--- config.mk ---
export PLATFORM = sky130hd
export DESIGN_NAME = telnet_option_receive_parser_flat
export DESIGN_NICKNAME = d
export VERILOG_FILES = /design/src/tnopt_pkg.sv /design/src/tnopt_req_if.sv /design/src/tnopt_rsp_if.sv /design/src/tnopt_ram.sv /design/src/tnopt_front.sv /design/src/tnopt_queue.sv /design/src/tnopt_back.sv /design/src/telnet_option_receive_parser.sv /design/src/flat_wrapper.sv
export SDC_FILE = /design/constraint.sdc
export NUM_CORES = 2
export LEC_CHECK = 0
export ABC_AREA = 1
export BUFFER_PORTS_ARGS = -buffer_cell sky130_fd_sc_hd__clkbuf_2
export CORE_ASPECT_RATIO = 0.75
export CORE_MARGIN = 2
export CORE_UTILIZATION = 45
export DETAILED_ROUTE_END_ITERATION = 10
export SYNTH_ARGS = -nofsm -noshare
export SYNTH_HDL_FRONTEND = slang
export SYNTH_HIERARCHICAL = 1
export SYNTH_SLANG_ARGS = --single-unit
export TNS_END_PERCENT = 10
--- constraint.sdc ---
create_clock -name clock -period 20.4 [get_ports clock]
set_input_delay 3.06 -clock clock [delete_from_list [all_inputs] [get_ports clock]]
set_output_delay 3.06 -clock clock [all_outputs]
set_load 0.05 [all_outputs]
--- src/tnopt_pkg.sv ---
`timescale 1ns / 1ps
`default_nettype none

package tnopt_pkg;

   // Telnet command bytes
   localparam logic [7:0] TN_IAC  = 8'd255;
   localparam logic [7:0] TN_DONT = 8'd254;
   localparam logic [7:0] TN_DO   = 8'd253;
   localparam logic [7:0] TN_WONT = 8'd252;
   localparam logic [7:0] TN_WILL = 8'd251;
   localparam logic [7:0] TN_SB   = 8'd250;
   localparam logic [7:0] TN_IP   = 8'd244;
   localparam logic [7:0] TN_BRK  = 8'd243;
   localparam logic [7:0] TN_SE   = 8'd240;
   localparam logic [7:0] TN_EOR  = 8'd239;

   // Option codes
   localparam logic [7:0] OPT_BIN  = 8'd0;
   localparam logic [7:0] OPT_ECHO = 8'd1;
   localparam logic [7:0] OPT_SGA  = 8'd3;
   localparam logic [7:0] OPT_TERM = 8'd24;
   localparam logic [7:0] OPT_EOR  = 8'd25;

   // Terminal-type SEND sub-command and 3270 start-up bytes
   localparam logic [7:0] TERM_SEND   = 8'd1;
   localparam logic [7:0] START_WRITE = 8'hF5;
   localparam logic [7:0] START_WCC   = 8'hC1;

   // Per-option flag table
   localparam int unsigned OPT_COUNT = 256;
   localparam int unsigned FLAG_W    = 4;
   localparam logic [FLAG_W-1:0] F_WILL = 4'b0001;
   localparam logic [FLAG_W-1:0] F_WONT = 4'b0010;
   localparam logic [FLAG_W-1:0] F_DO   = 4'b0100;
   localparam logic [FLAG_W-1:0] F_DONT = 4'b1000;

   // Result kinds
   localparam logic [1:0] K_TX   = 2'd0;
   localparam logic [1:0] K_CHAN = 2'd1;
   localparam logic [1:0] K_END  = 2'd2;
   localparam logic [1:0] K_ATTN = 2'd3;

   // Job queue depth between front and back
   localparam int unsigned Q_DEPTH = 4;

   typedef enum logic [2:0] {
      M_DATA = 3'd0,
      M_IAC  = 3'd1,
      M_WILL = 3'd2,
      M_WONT = 3'd3,
      M_DO   = 3'd4,
      M_DONT = 3'd5,
      M_SB   = 3'd6
   } mode_type;

   typedef enum logic [2:0] {
      OP_CHAN = 3'd0,
      OP_END  = 3'd1,
      OP_SE   = 3'd2,
      OP_WILL = 3'd3,
      OP_WONT = 3'd4,
      OP_DO   = 3'd5,
      OP_DONT = 3'd6
   } op_type;

   typedef enum logic [2:0] {
      SC_NONE = 3'd0,
      SC_ONE  = 3'd1,
      SC_TRI  = 3'd2,
      SC_PAIR = 3'd3,
      SC_TERM = 3'd4,
      SC_BIN  = 3'd5
   } script_type;

   typedef enum logic [1:0] {
      BS_IDLE = 2'd0,
      BS_LOOK = 2'd1,
      BS_EMIT = 2'd2
   } back_state_type;

   typedef struct packed {
      op_type     op;
      logic [7:0] ch;
      logic       idle;
   } job_type;

   typedef struct packed {
      logic [1:0] kind;
      logic [7:0] value;
   } rsp_item_type;

   // One result of a reply script, picked by its position.
   function automatic rsp_item_type script_item(script_type sc, logic [2:0] idx,
                                                logic [1:0] kind, logic [7:0] verb,
                                                logic [7:0] opt);
      rsp_item_type it;
      it.kind  = K_TX;
      it.value = TN_IAC;
      case (sc)
         SC_ONE: begin
            it.kind  = kind;
            it.value = opt;
         end
         SC_TRI: begin
            case (idx)
               3'd0:    it.value = TN_IAC;
               3'd1:    it.value = verb;
               default: it.value = opt;
            endcase
         end
         SC_PAIR: begin
            case (idx)
               3'd0, 3'd3: it.value = TN_IAC;
               3'd1:       it.value = TN_WILL;
               3'd4:       it.value = TN_DO;
               default:    it.value = opt;
            endcase
         end
         SC_TERM: begin
            case (idx)
               3'd0, 3'd4: it.value = TN_IAC;
               3'd1:       it.value = TN_SB;
               3'd2:       it.value = OPT_TERM;
               3'd3:       it.value = TERM_SEND;
               default:    it.value = TN_SE;
            endcase
         end
         SC_BIN: begin
            case (idx)
               3'd0:    it.value = START_WRITE;
               3'd1:    it.value = START_WCC;
               3'd2:    it.value = TN_IAC;
               3'd3:    it.value = TN_EOR;
               default: begin
                  it.kind  = K_ATTN;
                  it.value = 8'd0;
               end
            endcase
         end
         default: begin
            it.kind  = K_TX;
            it.value = TN_IAC;
         end
      endcase
      return it;
   endfunction

endpackage

`default_nettype wire

--- src/tnopt_req_if.sv ---
`timescale 1ns / 1ps
`default_nettype none

interface tnopt_req_if;
   logic       valid;
   logic       ready;
   logic [7:0] rx_byte;
   logic       read_active;
   logic       command_idle;
   logic       channel_stop;

   modport source (output valid, rx_byte, read_active, command_idle, channel_stop,
                   input ready);
   modport sink   (input valid, rx_byte, read_active, command_idle, channel_stop,
                   output ready);
endinterface

`default_nettype wire

--- src/tnopt_rsp_if.sv ---
`timescale 1ns / 1ps
`default_nettype none

interface tnopt_rsp_if;
   logic       valid;
   logic       ready;
   logic [1:0] kind;
   logic [7:0] value;
   logic       last;

   modport source (output valid, kind, value, last, input ready);
   modport sink   (input valid, kind, value, last, output ready);
endinterface

`default_nettype wire

--- src/tnopt_ram.sv ---
`timescale 1ns / 1ps
`default_nettype none

module tnopt_ram #(
   parameter int unsigned WIDTH = 4,
   parameter int unsigned DEPTH = 256
) (
   input  wire logic                     clock,
   input  wire logic                     wr_en,
   input  wire logic [$clog2(DEPTH)-1:0] wr_addr,
   input  wire logic [WIDTH-1:0]         wr_data,
   input  wire logic [$clog2(DEPTH)-1:0] rd_addr,
   output      logic [WIDTH-1:0]         rd_data
);
   logic [WIDTH-1:0] mem [DEPTH];
   logic [WIDTH-1:0] rd_data_ff;

   always_ff @(posedge clock) begin
      if (wr_en) begin
         mem[wr_addr] <= wr_data;
      end
      rd_data_ff <= mem[rd_addr];
   end

   assign rd_data = rd_data_ff;
endmodule

`default_nettype wire

--- src/tnopt_front.sv ---
`timescale 1ns / 1ps
`default_nettype none

module tnopt_front (
   input  wire logic              clock,
   input  wire logic              reset,
   tnopt_req_if.sink              req_if,
   input  wire logic              q_full,
   output      logic              q_push,
   output      tnopt_pkg::job_type q_job
);
   import tnopt_pkg::*;

   mode_type   mode_ff;
   mode_type   mode_in;
   logic       accept;
   logic       has_job;
   job_type    job;
   logic [7:0] ch;

   assign req_if.ready = !q_full;
   assign accept       = req_if.valid && !q_full;
   assign ch           = req_if.rx_byte;

   // Next parser mode
   always_comb begin
      mode_in = mode_ff;
      if (accept) begin
         case (mode_ff)
            M_DATA: begin
               if (ch == TN_IAC) begin
                  mode_in = M_IAC;
               end
            end
            M_SB: begin
               if (ch == TN_IAC) begin
                  mode_in = M_IAC;
               end
            end
            M_IAC: begin
               if (ch == TN_WILL) begin
                  mode_in = M_WILL;
               end else if (ch == TN_WONT) begin
                  mode_in = M_WONT;
               end else if (ch == TN_DO) begin
                  mode_in = M_DO;
               end else if (ch == TN_DONT) begin
                  mode_in = M_DONT;
               end else if (ch == TN_SB) begin
                  mode_in = M_SB;
               end else begin
                  mode_in = M_DATA;
               end
            end
            default: mode_in = M_DATA;
         endcase
      end
   end

   // Job for the back end
   always_comb begin
      has_job  = 1'b0;
      job.op   = OP_CHAN;
      job.ch   = ch;
      job.idle = req_if.command_idle;
      case (mode_ff)
         M_DATA: begin
            if (ch != TN_IAC && req_if.read_active) begin
               has_job = 1'b1;
               job.op  = req_if.channel_stop ? OP_END : OP_CHAN;
            end
         end
         M_IAC: begin
            if (ch == TN_IAC) begin
               if (req_if.read_active) begin
                  has_job = 1'b1;
                  job.op  = req_if.channel_stop ? OP_END : OP_CHAN;
               end
            end else if (ch == TN_SE) begin
               has_job = 1'b1;
               job.op  = OP_SE;
            end else if (ch == TN_IP || ch == TN_BRK || ch == TN_EOR) begin
               has_job = req_if.read_active;
               job.op  = OP_END;
            end
         end
         M_WILL: begin
            has_job = 1'b1;
            job.op  = OP_WILL;
         end
         M_WONT: begin
            has_job = 1'b1;
            job.op  = OP_WONT;
         end
         M_DO: begin
            has_job = 1'b1;
            job.op  = OP_DO;
         end
         M_DONT: begin
            has_job = 1'b1;
            job.op  = OP_DONT;
         end
         default: has_job = 1'b0;
      endcase
   end

   assign q_push = accept && has_job;
   assign q_job  = job;

   always_ff @(posedge clock) begin
      if (reset) begin
         mode_ff <= M_DATA;
      end else begin
         mode_ff <= mode_in;
      end
   end
endmodule

`default_nettype wire

--- src/tnopt_queue.sv ---
`timescale 1ns / 1ps
`default_nettype none

module tnopt_queue (
   input  wire logic               clock,
   input  wire logic               reset,
   input  wire logic               push,
   input  wire tnopt_pkg::job_type push_job,
   input  wire logic               pop,
   output      logic               full,
   output      logic               not_empty,
   output      tnopt_pkg::job_type head_job
);
   import tnopt_pkg::*;

   localparam int unsigned PTR_W = $clog2(Q_DEPTH);
   localparam int unsigned CNT_W = $clog2(Q_DEPTH + 1);

   job_type          slot_ff [Q_DEPTH];
   logic [PTR_W-1:0] wr_ptr_ff;
   logic [PTR_W-1:0] rd_ptr_ff;
   logic [CNT_W-1:0] count_ff;
   logic             do_push;
   logic             do_pop;

   assign full      = (count_ff == CNT_W'(Q_DEPTH));
   assign not_empty = (count_ff != '0);
   assign do_push   = push && !full;
   assign do_pop    = pop && not_empty;
   assign head_job  = slot_ff[rd_ptr_ff];

   always_ff @(posedge clock) begin
      if (do_push) begin
         slot_ff[wr_ptr_ff] <= push_job;
      end
   end

   always_ff @(posedge clock) begin
      if (reset) begin
         wr_ptr_ff <= '0;
         rd_ptr_ff <= '0;
         count_ff  <= '0;
      end else begin
         if (do_push) begin
            wr_ptr_ff <= (wr_ptr_ff == PTR_W'(Q_DEPTH - 1)) ? '0 : wr_ptr_ff + 1'b1;
         end
         if (do_pop) begin
            rd_ptr_ff <= (rd_ptr_ff == PTR_W'(Q_DEPTH - 1)) ? '0 : rd_ptr_ff + 1'b1;
         end
         case ({do_push, do_pop})
            2'b10:   count_ff <= count_ff + 1'b1;
            2'b01:   count_ff <= count_ff - 1'b1;
            default: count_ff <= count_ff;
         endcase
      end
   end
endmodule

`default_nettype wire

--- src/tnopt_back.sv ---
`timescale 1ns / 1ps
`default_nettype none

module tnopt_back (
   input  wire logic               clock,
   input  wire logic               reset,
   input  wire logic               q_valid,
   input  wire tnopt_pkg::job_type q_job,
   output      logic               q_pop,
   tnopt_rsp_if.source             rsp_if
);
   import tnopt_pkg::*;

   localparam int unsigned ADDR_W = $clog2(OPT_COUNT);

   back_state_type    state_ff;
   back_state_type    state_in;

   job_type           job_ff;
   logic              look_valid_ff;

   // Reply script
   script_type        script_ff;
   logic [2:0]        count_ff;
   logic [2:0]        idx_ff;
   logic [7:0]        verb_ff;
   logic [7:0]        opt_ff;
   logic [1:0]        one_kind_ff;

   // Options whose flags are touched from other options live in registers
   logic [FLAG_W-1:0] bin_ff;
   logic [FLAG_W-1:0] eor_ff;
   logic [OPT_COUNT-1:0] valid_ff;

   logic [FLAG_W-1:0] ram_rdata;
   logic [FLAG_W-1:0] fl;
   logic [FLAG_W-1:0] lk_flags;
   logic [FLAG_W-1:0] lk_bin;
   logic [FLAG_W-1:0] lk_eor;
   logic              lk_own;
   logic              ram_we;
   script_type        lk_script;
   logic [2:0]        lk_count;
   logic [7:0]        lk_verb;
   logic [7:0]        lk_opt;
   logic [1:0]        lk_kind;

   logic              out_free;
   logic              is_last;
   rsp_item_type      item;

   logic              rsp_valid_ff;
   rsp_item_type      rsp_item_ff;
   logic              rsp_last_ff;

   tnopt_ram #(
      .WIDTH (FLAG_W),
      .DEPTH (OPT_COUNT)
   ) u_flags (
      .clock   (clock),
      .wr_en   (ram_we),
      .wr_addr (job_ff.ch[ADDR_W-1:0]),
      .wr_data (lk_flags),
      .rd_addr (q_job.ch[ADDR_W-1:0]),
      .rd_data (ram_rdata)
   );

   // Flag lookup and reply selection for the job in hand
   always_comb begin
      if (job_ff.ch == OPT_BIN) begin
         fl = bin_ff;
      end else if (job_ff.ch == OPT_EOR) begin
         fl = eor_ff;
      end else begin
         fl = look_valid_ff ? ram_rdata : '0;
      end
      lk_flags  = fl;
      lk_own    = 1'b0;
      lk_bin    = bin_ff;
      lk_eor    = eor_ff;
      lk_script = SC_NONE;
      lk_count  = 3'd0;
      lk_verb   = TN_IAC;
      lk_opt    = job_ff.ch;
      lk_kind   = K_TX;
      case (job_ff.op)
         OP_CHAN: begin
            lk_script = SC_ONE;
            lk_count  = 3'd1;
            lk_kind   = K_CHAN;
         end
         OP_END: begin
            lk_script = SC_ONE;
            lk_count  = 3'd1;
            lk_kind   = K_END;
            lk_opt    = 8'd0;
         end
         OP_SE: begin
            lk_eor    = (eor_ff & ~F_WILL) | F_DO;
            lk_script = SC_PAIR;
            lk_count  = 3'd6;
            lk_opt    = OPT_EOR;
         end
         OP_WILL: begin
            if (job_ff.ch == OPT_TERM) begin
               if ((fl & F_WILL) == '0) begin
                  lk_own    = 1'b1;
                  lk_flags  = fl | F_WILL;
                  lk_script = SC_TERM;
                  lk_count  = 3'd6;
               end
            end else if (job_ff.ch == OPT_EOR) begin
               if ((fl & F_WILL) == '0) begin
                  lk_eor    = eor_ff | F_WILL;
                  lk_bin    = (bin_ff & ~F_WILL) | F_DO;
                  lk_script = SC_PAIR;
                  lk_count  = 3'd6;
                  lk_opt    = OPT_BIN;
               end
            end else if (job_ff.ch == OPT_BIN) begin
               if ((fl & F_WILL) == '0) begin
                  lk_bin    = bin_ff | F_WILL;
                  lk_script = SC_BIN;
                  lk_count  = job_ff.idle ? 3'd5 : 3'd4;
               end
            end else if (job_ff.ch == OPT_ECHO || job_ff.ch == OPT_SGA) begin
               if ((fl & F_WILL) == '0) begin
                  lk_own    = 1'b1;
                  lk_flags  = fl | F_WILL;
                  lk_eor    = eor_ff | F_DO;
                  lk_script = SC_TRI;
                  lk_count  = 3'd3;
                  lk_verb   = TN_DO;
                  lk_opt    = OPT_EOR;
               end
            end else if ((fl & F_DONT) == '0) begin
               lk_own    = 1'b1;
               lk_flags  = fl | F_DONT;
               lk_script = SC_TRI;
               lk_count  = 3'd3;
               lk_verb   = TN_DONT;
            end
         end
         OP_DO: begin
            if (job_ff.ch == OPT_TERM) begin
               lk_own = 1'b0;
            end else if (job_ff.ch == OPT_ECHO || job_ff.ch == OPT_SGA) begin
               if ((fl & F_WILL) != '0) begin
                  lk_own   = 1'b1;
                  lk_flags = fl | F_DO;
               end
            end else if (job_ff.ch == OPT_EOR) begin
               lk_eor = eor_ff | F_DO;
            end else if (job_ff.ch == OPT_BIN) begin
               if ((fl & F_DO) == '0) begin
                  lk_bin    = bin_ff | F_DO;
                  lk_script = SC_TRI;
                  lk_count  = 3'd3;
                  lk_verb   = TN_DO;
               end
            end else if ((fl & F_WONT) == '0) begin
               lk_own    = 1'b1;
               lk_flags  = fl | F_WONT;
               lk_script = SC_TRI;
               lk_count  = 3'd3;
               lk_verb   = TN_WONT;
            end
         end
         OP_WONT: begin
            if ((fl & F_WONT) == '0) begin
               lk_own    = 1'b1;
               lk_flags  = fl | F_WONT;
               lk_script = SC_TRI;
               lk_count  = 3'd3;
               lk_verb   = TN_WONT;
            end
         end
         OP_DONT: begin
            if ((fl & F_WILL) != '0) begin
               lk_own    = 1'b1;
               lk_flags  = (fl & ~F_WILL) | F_WONT;
               lk_script = SC_TRI;
               lk_count  = 3'd3;
               lk_verb   = TN_WONT;
            end
         end
         default: lk_own = 1'b0;
      endcase
      // Route the option's own update to its register or to the table
      ram_we = 1'b0;
      if (lk_own) begin
         if (job_ff.ch == OPT_BIN) begin
            lk_bin = lk_flags;
         end else if (job_ff.ch == OPT_EOR) begin
            lk_eor = lk_flags;
         end else begin
            ram_we = (state_ff == BS_LOOK);
         end
      end
   end

   assign out_free = !rsp_valid_ff || rsp_if.ready;
   assign is_last  = (idx_ff == count_ff - 3'd1);
   assign item     = script_item(script_ff, idx_ff, one_kind_ff, verb_ff, opt_ff);

   // Next state
   always_comb begin
      state_in = state_ff;
      case (state_ff)
         BS_IDLE: begin
            if (q_valid) begin
               state_in = BS_LOOK;
            end
         end
         BS_LOOK: begin
            state_in = (lk_count == 3'd0) ? BS_IDLE : BS_EMIT;
         end
         BS_EMIT: begin
            if (out_free && is_last) begin
               state_in = BS_IDLE;
            end
         end
         default: state_in = BS_IDLE;
      endcase
   end

   // State outputs
   always_comb begin
      q_pop = 1'b0;
      case (state_ff)
         BS_IDLE: q_pop = q_valid;
         default: q_pop = 1'b0;
      endcase
   end

   always_ff @(posedge clock) begin
      if (reset) begin
         state_ff     <= BS_IDLE;
         bin_ff       <= '0;
         eor_ff       <= '0;
         valid_ff     <= '0;
         rsp_valid_ff <= 1'b0;
         idx_ff       <= '0;
      end else begin
         state_ff <= state_in;
         if (state_ff == BS_LOOK) begin
            bin_ff <= lk_bin;
            eor_ff <= lk_eor;
            idx_ff <= '0;
            if (ram_we) begin
               valid_ff[job_ff.ch[ADDR_W-1:0]] <= 1'b1;
            end
         end
         if (state_ff == BS_EMIT && out_free) begin
            rsp_valid_ff <= 1'b1;
            idx_ff       <= idx_ff + 3'd1;
         end else if (rsp_if.ready) begin
            rsp_valid_ff <= 1'b0;
         end
      end
   end

   always_ff @(posedge clock) begin
      if (state_ff == BS_IDLE) begin
         job_ff        <= q_job;
         look_valid_ff <= valid_ff[q_job.ch[ADDR_W-1:0]];
      end
      if (state_ff == BS_LOOK) begin
         script_ff   <= lk_script;
         count_ff    <= lk_count;
         verb_ff     <= lk_verb;
         opt_ff      <= lk_opt;
         one_kind_ff <= lk_kind;
      end
      if (state_ff == BS_EMIT && out_free) begin
         rsp_item_ff <= item;
         rsp_last_ff <= is_last;
      end
   end

   assign rsp_if.valid = rsp_valid_ff;
   assign rsp_if.kind  = rsp_item_ff.kind;
   assign rsp_if.value = rsp_item_ff.value;
   assign rsp_if.last  = rsp_last_ff;
endmodule

`default_nettype wire

--- src/telnet_option_receive_parser.sv ---
`timescale 1ns / 1ps
`default_nettype none

// Channel   Dir  Payload                                              Transaction
// req_if    in   rx_byte[8] read_active command_idle channel_stop     one received byte
// rsp_if    out  kind[2] value[8] last                                one result
//
// A received byte is taken in the cycle it is offered while the job queue has room.
// The back end pops each queued job, looks up its flags, and then emits its results in
// order as rsp_if takes them; bytes that only move the parser queue no job.
// Synchronous reset puts the parser in the data state and marks every option's flags
// clear; no clearing pass is needed. A stalled rsp_if holds the back end only, and the
// front keeps taking bytes until the four-entry queue fills.
module telnet_option_receive_parser (
   input  wire logic   clock,
   input  wire logic   reset,
   tnopt_req_if.sink   req_if,
   tnopt_rsp_if.source rsp_if
);
   import tnopt_pkg::*;

   logic    q_push;
   logic    q_pop;
   logic    q_full;
   logic    q_valid;
   job_type q_in_job;
   job_type q_head_job;

   // Front: track the telnet parser mode and turn each byte into a job
   tnopt_front u_front (
      .clock  (clock),
      .reset  (reset),
      .req_if (req_if),
      .q_full (q_full),
      .q_push (q_push),
      .q_job  (q_in_job)
   );

   // Short queue: decouple classification from reply generation
   tnopt_queue u_queue (
      .clock     (clock),
      .reset     (reset),
      .push      (q_push),
      .push_job  (q_in_job),
      .pop       (q_pop),
      .full      (q_full),
      .not_empty (q_valid),
      .head_job  (q_head_job)
   );

   // Back: look up option flags, update them, and stream the reply
   tnopt_back u_back (
      .clock   (clock),
      .reset   (reset),
      .q_valid (q_valid),
      .q_job   (q_head_job),
      .q_pop   (q_pop),
      .rsp_if  (rsp_if)
   );
endmodule

`default_nettype wire

--- src/flat_wrapper.sv ---
// flat-port wrapper written by rule: the top's interface ports become plain ports
module telnet_option_receive_parser_flat import tnopt_pkg::*;
  (clock, reset, req_if_valid, req_if_rx_byte, req_if_read_active, req_if_command_idle, req_if_channel_stop, req_if_ready, rsp_if_valid, rsp_if_kind, rsp_if_value, rsp_if_last, rsp_if_ready);
  tnopt_req_if req_if_i ();
  tnopt_rsp_if rsp_if_i ();
  input  wire logic clock;
  input  wire logic reset;
  input wire logic [$bits(req_if_i.valid)-1:0] req_if_valid;
  input wire logic [$bits(req_if_i.rx_byte)-1:0] req_if_rx_byte;
  input wire logic [$bits(req_if_i.read_active)-1:0] req_if_read_active;
  input wire logic [$bits(req_if_i.command_idle)-1:0] req_if_command_idle;
  input wire logic [$bits(req_if_i.channel_stop)-1:0] req_if_channel_stop;
  output wire logic [$bits(req_if_i.ready)-1:0] req_if_ready;
  output wire logic [$bits(rsp_if_i.valid)-1:0] rsp_if_valid;
  output wire logic [$bits(rsp_if_i.kind)-1:0] rsp_if_kind;
  output wire logic [$bits(rsp_if_i.value)-1:0] rsp_if_value;
  output wire logic [$bits(rsp_if_i.last)-1:0] rsp_if_last;
  input wire logic [$bits(rsp_if_i.ready)-1:0] rsp_if_ready;
  assign req_if_i.valid = req_if_valid;
  assign req_if_i.rx_byte = req_if_rx_byte;
  assign req_if_i.read_active = req_if_read_active;
  assign req_if_i.command_idle = req_if_command_idle;
  assign req_if_i.channel_stop = req_if_channel_stop;
  assign req_if_ready = req_if_i.ready;
  assign rsp_if_valid = rsp_if_i.valid;
  assign rsp_if_kind = rsp_if_i.kind;
  assign rsp_if_value = rsp_if_i.value;
  assign rsp_if_last = rsp_if_i.last;
  assign rsp_if_i.ready = rsp_if_ready;
  telnet_option_receive_parser u_core (.clock(clock), .reset(reset), .req_if(req_if_i), .rsp_if(rsp_if_i));
endmodule
==> qor.csv <==
metric;value;unit
antenna violations before repair;1;
clk_lat worst skew;0.74;ns
final WL;140000;microns
Final Hold Vio Count;0;
CTS Buf Count;113;
vias in the first global route;34224;
Clock Pin Slew Worst Setup and Hold Paths;0.06;ns
met2 global-route usage;33.2;%
grt ovf;0;
Largest delay share family, worst path;buffers and inverters;
global-route wire length before repair;211000;microns
PwrDens;168;mW/mm^2
CP max stage delay;0.87;ns
row count;107;
routed vias/inst;5.47;
routed len/inst;20.3;microns
Slew headroom;9.92;%
Post-CTS Setup Bufs;0;
Sw Share;44.7;%
outcome;complete, no violations;
Pwr Total;9.27;mW
Starting DRT DRC Count;4597;
Int Pwr;5.12;mW
critical path's slowest cell;buf_4;
hold crit path type;reg -> reg;
Remaining DRCs;0;
Hold WS;0.423;ns
Synth warnings;6;
post_cts resized;0;
M1 GR Usage;36.9;%
Detail Placement HPWL;78600;microns
critical path depth;16;
GP Congestion;0.867;
crit path DAT;6.20;ns
crit end category;flop;
synthesized area per cell;9.35;sq um
CTS Hold Bufs;0;
Reg power frac;33.1;%
Synth Instances;5467;
CTS Buffer Depth;3;
Starting Density;45.2;%
Net Sw Power;4.14;mW
grt met3 use;5.73;%
Root Buffer;clkbuf_16;
setup TNS;0;ns
Die Y;296;microns
worst path bufs/invs;4;
clock share of power;22.4;%
H-tree levels;3;
period utilization;27.1;%
Comb power frac;44.4;%
largest net degree at the start of global routing;227;
R2R depth;16;
DRT antenna net count;0;
Static Leak;18.7;nW
crit path launch type;flop;
GR peak layer;met1;
Final Critical Period;5.53;ns
Boundary Pins;28;
placeable core area;0.113;sq mm
final-stage net count;5280;
Final Core Density;48.6;%
gr usage total;23.7;%
Layout area overhead;7.56;%
CTS tree;done;
Critical Path RT;21.07;ns
commonest non-fill, non-tap cell in the layout;nand2_1;
Setup Skew;0.0546;ns
max-cap check violation count;0;
Fmax;181;MHz
area of the mapped netlist;0.0511;sq mm
Port Buffers;27;
commonest non-fill, non-tap cells in the layout;1326 x nand2_1, 869 x nand3_1, 858 x edfxtp_1;
RSZ-0062 raised after global routing;no;
worst path cell trace;o21ai_0, o22ai_4, buf_4, buf_4, buf_12, buf_4, nand2_1, nand3_1, nand3_1, nand3_1, nand3_1, nand2_1, nand2_1, nand3_1, nand3_1, nand2_1;
clk sinks;1142;
vias post-DR;37578;
floorplan die width;393;microns
share of layout cells above drive strength 1;6.30;%
die footprint;0.116;sq mm
Hold Path Depth;2;
Setup CP Type;reg -> reg;
worst vdd ir;0.180;mV
final setup vio count;0;
Detailed Routing Iterations Pass 1;5;
Worst Path Max Fanout;190;
syn nets;5499;
max-slew violations;0;
Worst Tran Pin Value;1.35;ns
CP dominant cell by count;nand3_1;
power by group through the flow:
| stage | Combinational (mW) | Sequential (mW) | Clock (mW) |
|---|---|---|---|
| 2_1_floorplan | 2.95 | 3.25 | 0 |
| 3_3_place_gp | 4.06 | 3.11 | 0 |
| 3_5_place_dp | 4.05 | 3.12 | 0 |
| 4_1_cts | 4.06 | 3.07 | 2.11 |
| 5_1_grt | 4.50 | 3.08 | 2.21 |
| 6_report | 4.12 | 3.07 | 2.08 |
sequential cells by signal (all words and copies together) (netlist names), 3 cells and up, named ones only:
name                           cells
u_core/u_back/u_flags/mem        768
u_core/u_back/valid_ff           256
u_core/u_queue/slot_ff            48
u_core/u_back/job_ff              12
u_core/u_back/opt_ff               8
u_core/u_back/rsp_if.value         8
u_core/u_back/bin_ff               4
u_core/u_back/count_ff             3
u_core/u_back/eor_ff               3
u_core/u_back/idx_ff               3
u_core/u_back/script_ff            3
u_core/u_back/u_flags/rd_data      3
u_core/u_front/mode_ff             3
u_core/u_queue/count_ff            3
tightest hold or removal path, stage by stage, from the launching register on:
cell and delay [ns]:
dfxtp_1 0.31, inv_1 0.05, nor2_1 0.03
metal layers:
metal  vias up  routed length (microns)
met1     18095                    65300
met5         -                        0
met3       170                    14000
met2      1501                    57800
met4         0                     2490
li1      17812                        -
area by class of cell:
type	count	area [sq um]
Antenna cell	1	2.50
Clock buffer	151	3120
Clock inverter	65	583
Fill cell	10544	58100
Inverter	406	1540
Multi-Input combinational cell	3502	15800
Sequential cell	1142	31500
Tap cell	1526	1910
Timing Repair Buffer	83	627
through the flow:
step           setup slack [ns]  std cells  cell area, sq um
2_1_floorplan             11.07       5467             51100
3_3_place_gp              15.03       6659             51300
3_5_place_dp              14.95       6659             51300
4_1_cts                   14.93       6875             55000
5_1_grt                   14.46       6875             55000
6_report                  14.87       6876             55000
path summary, 6_finish.rpt:
path | from | end | slack, ns
setup / recovery | flop | u_core/u_back/u_flags/rd_data[1] | 14.87
hold / removal | u_core/u_back/bin_ff[3] | u_core/u_back/bin_ff[3] | 0.42
setup reg to reg | flop | u_core/u_back/u_flags/rd_data[1] | 14.87
hold reg to reg | u_core/u_back/bin_ff[3] | u_core/u_back/bin_ff[3] | 0.42
(Power assumes the default switching activity.)
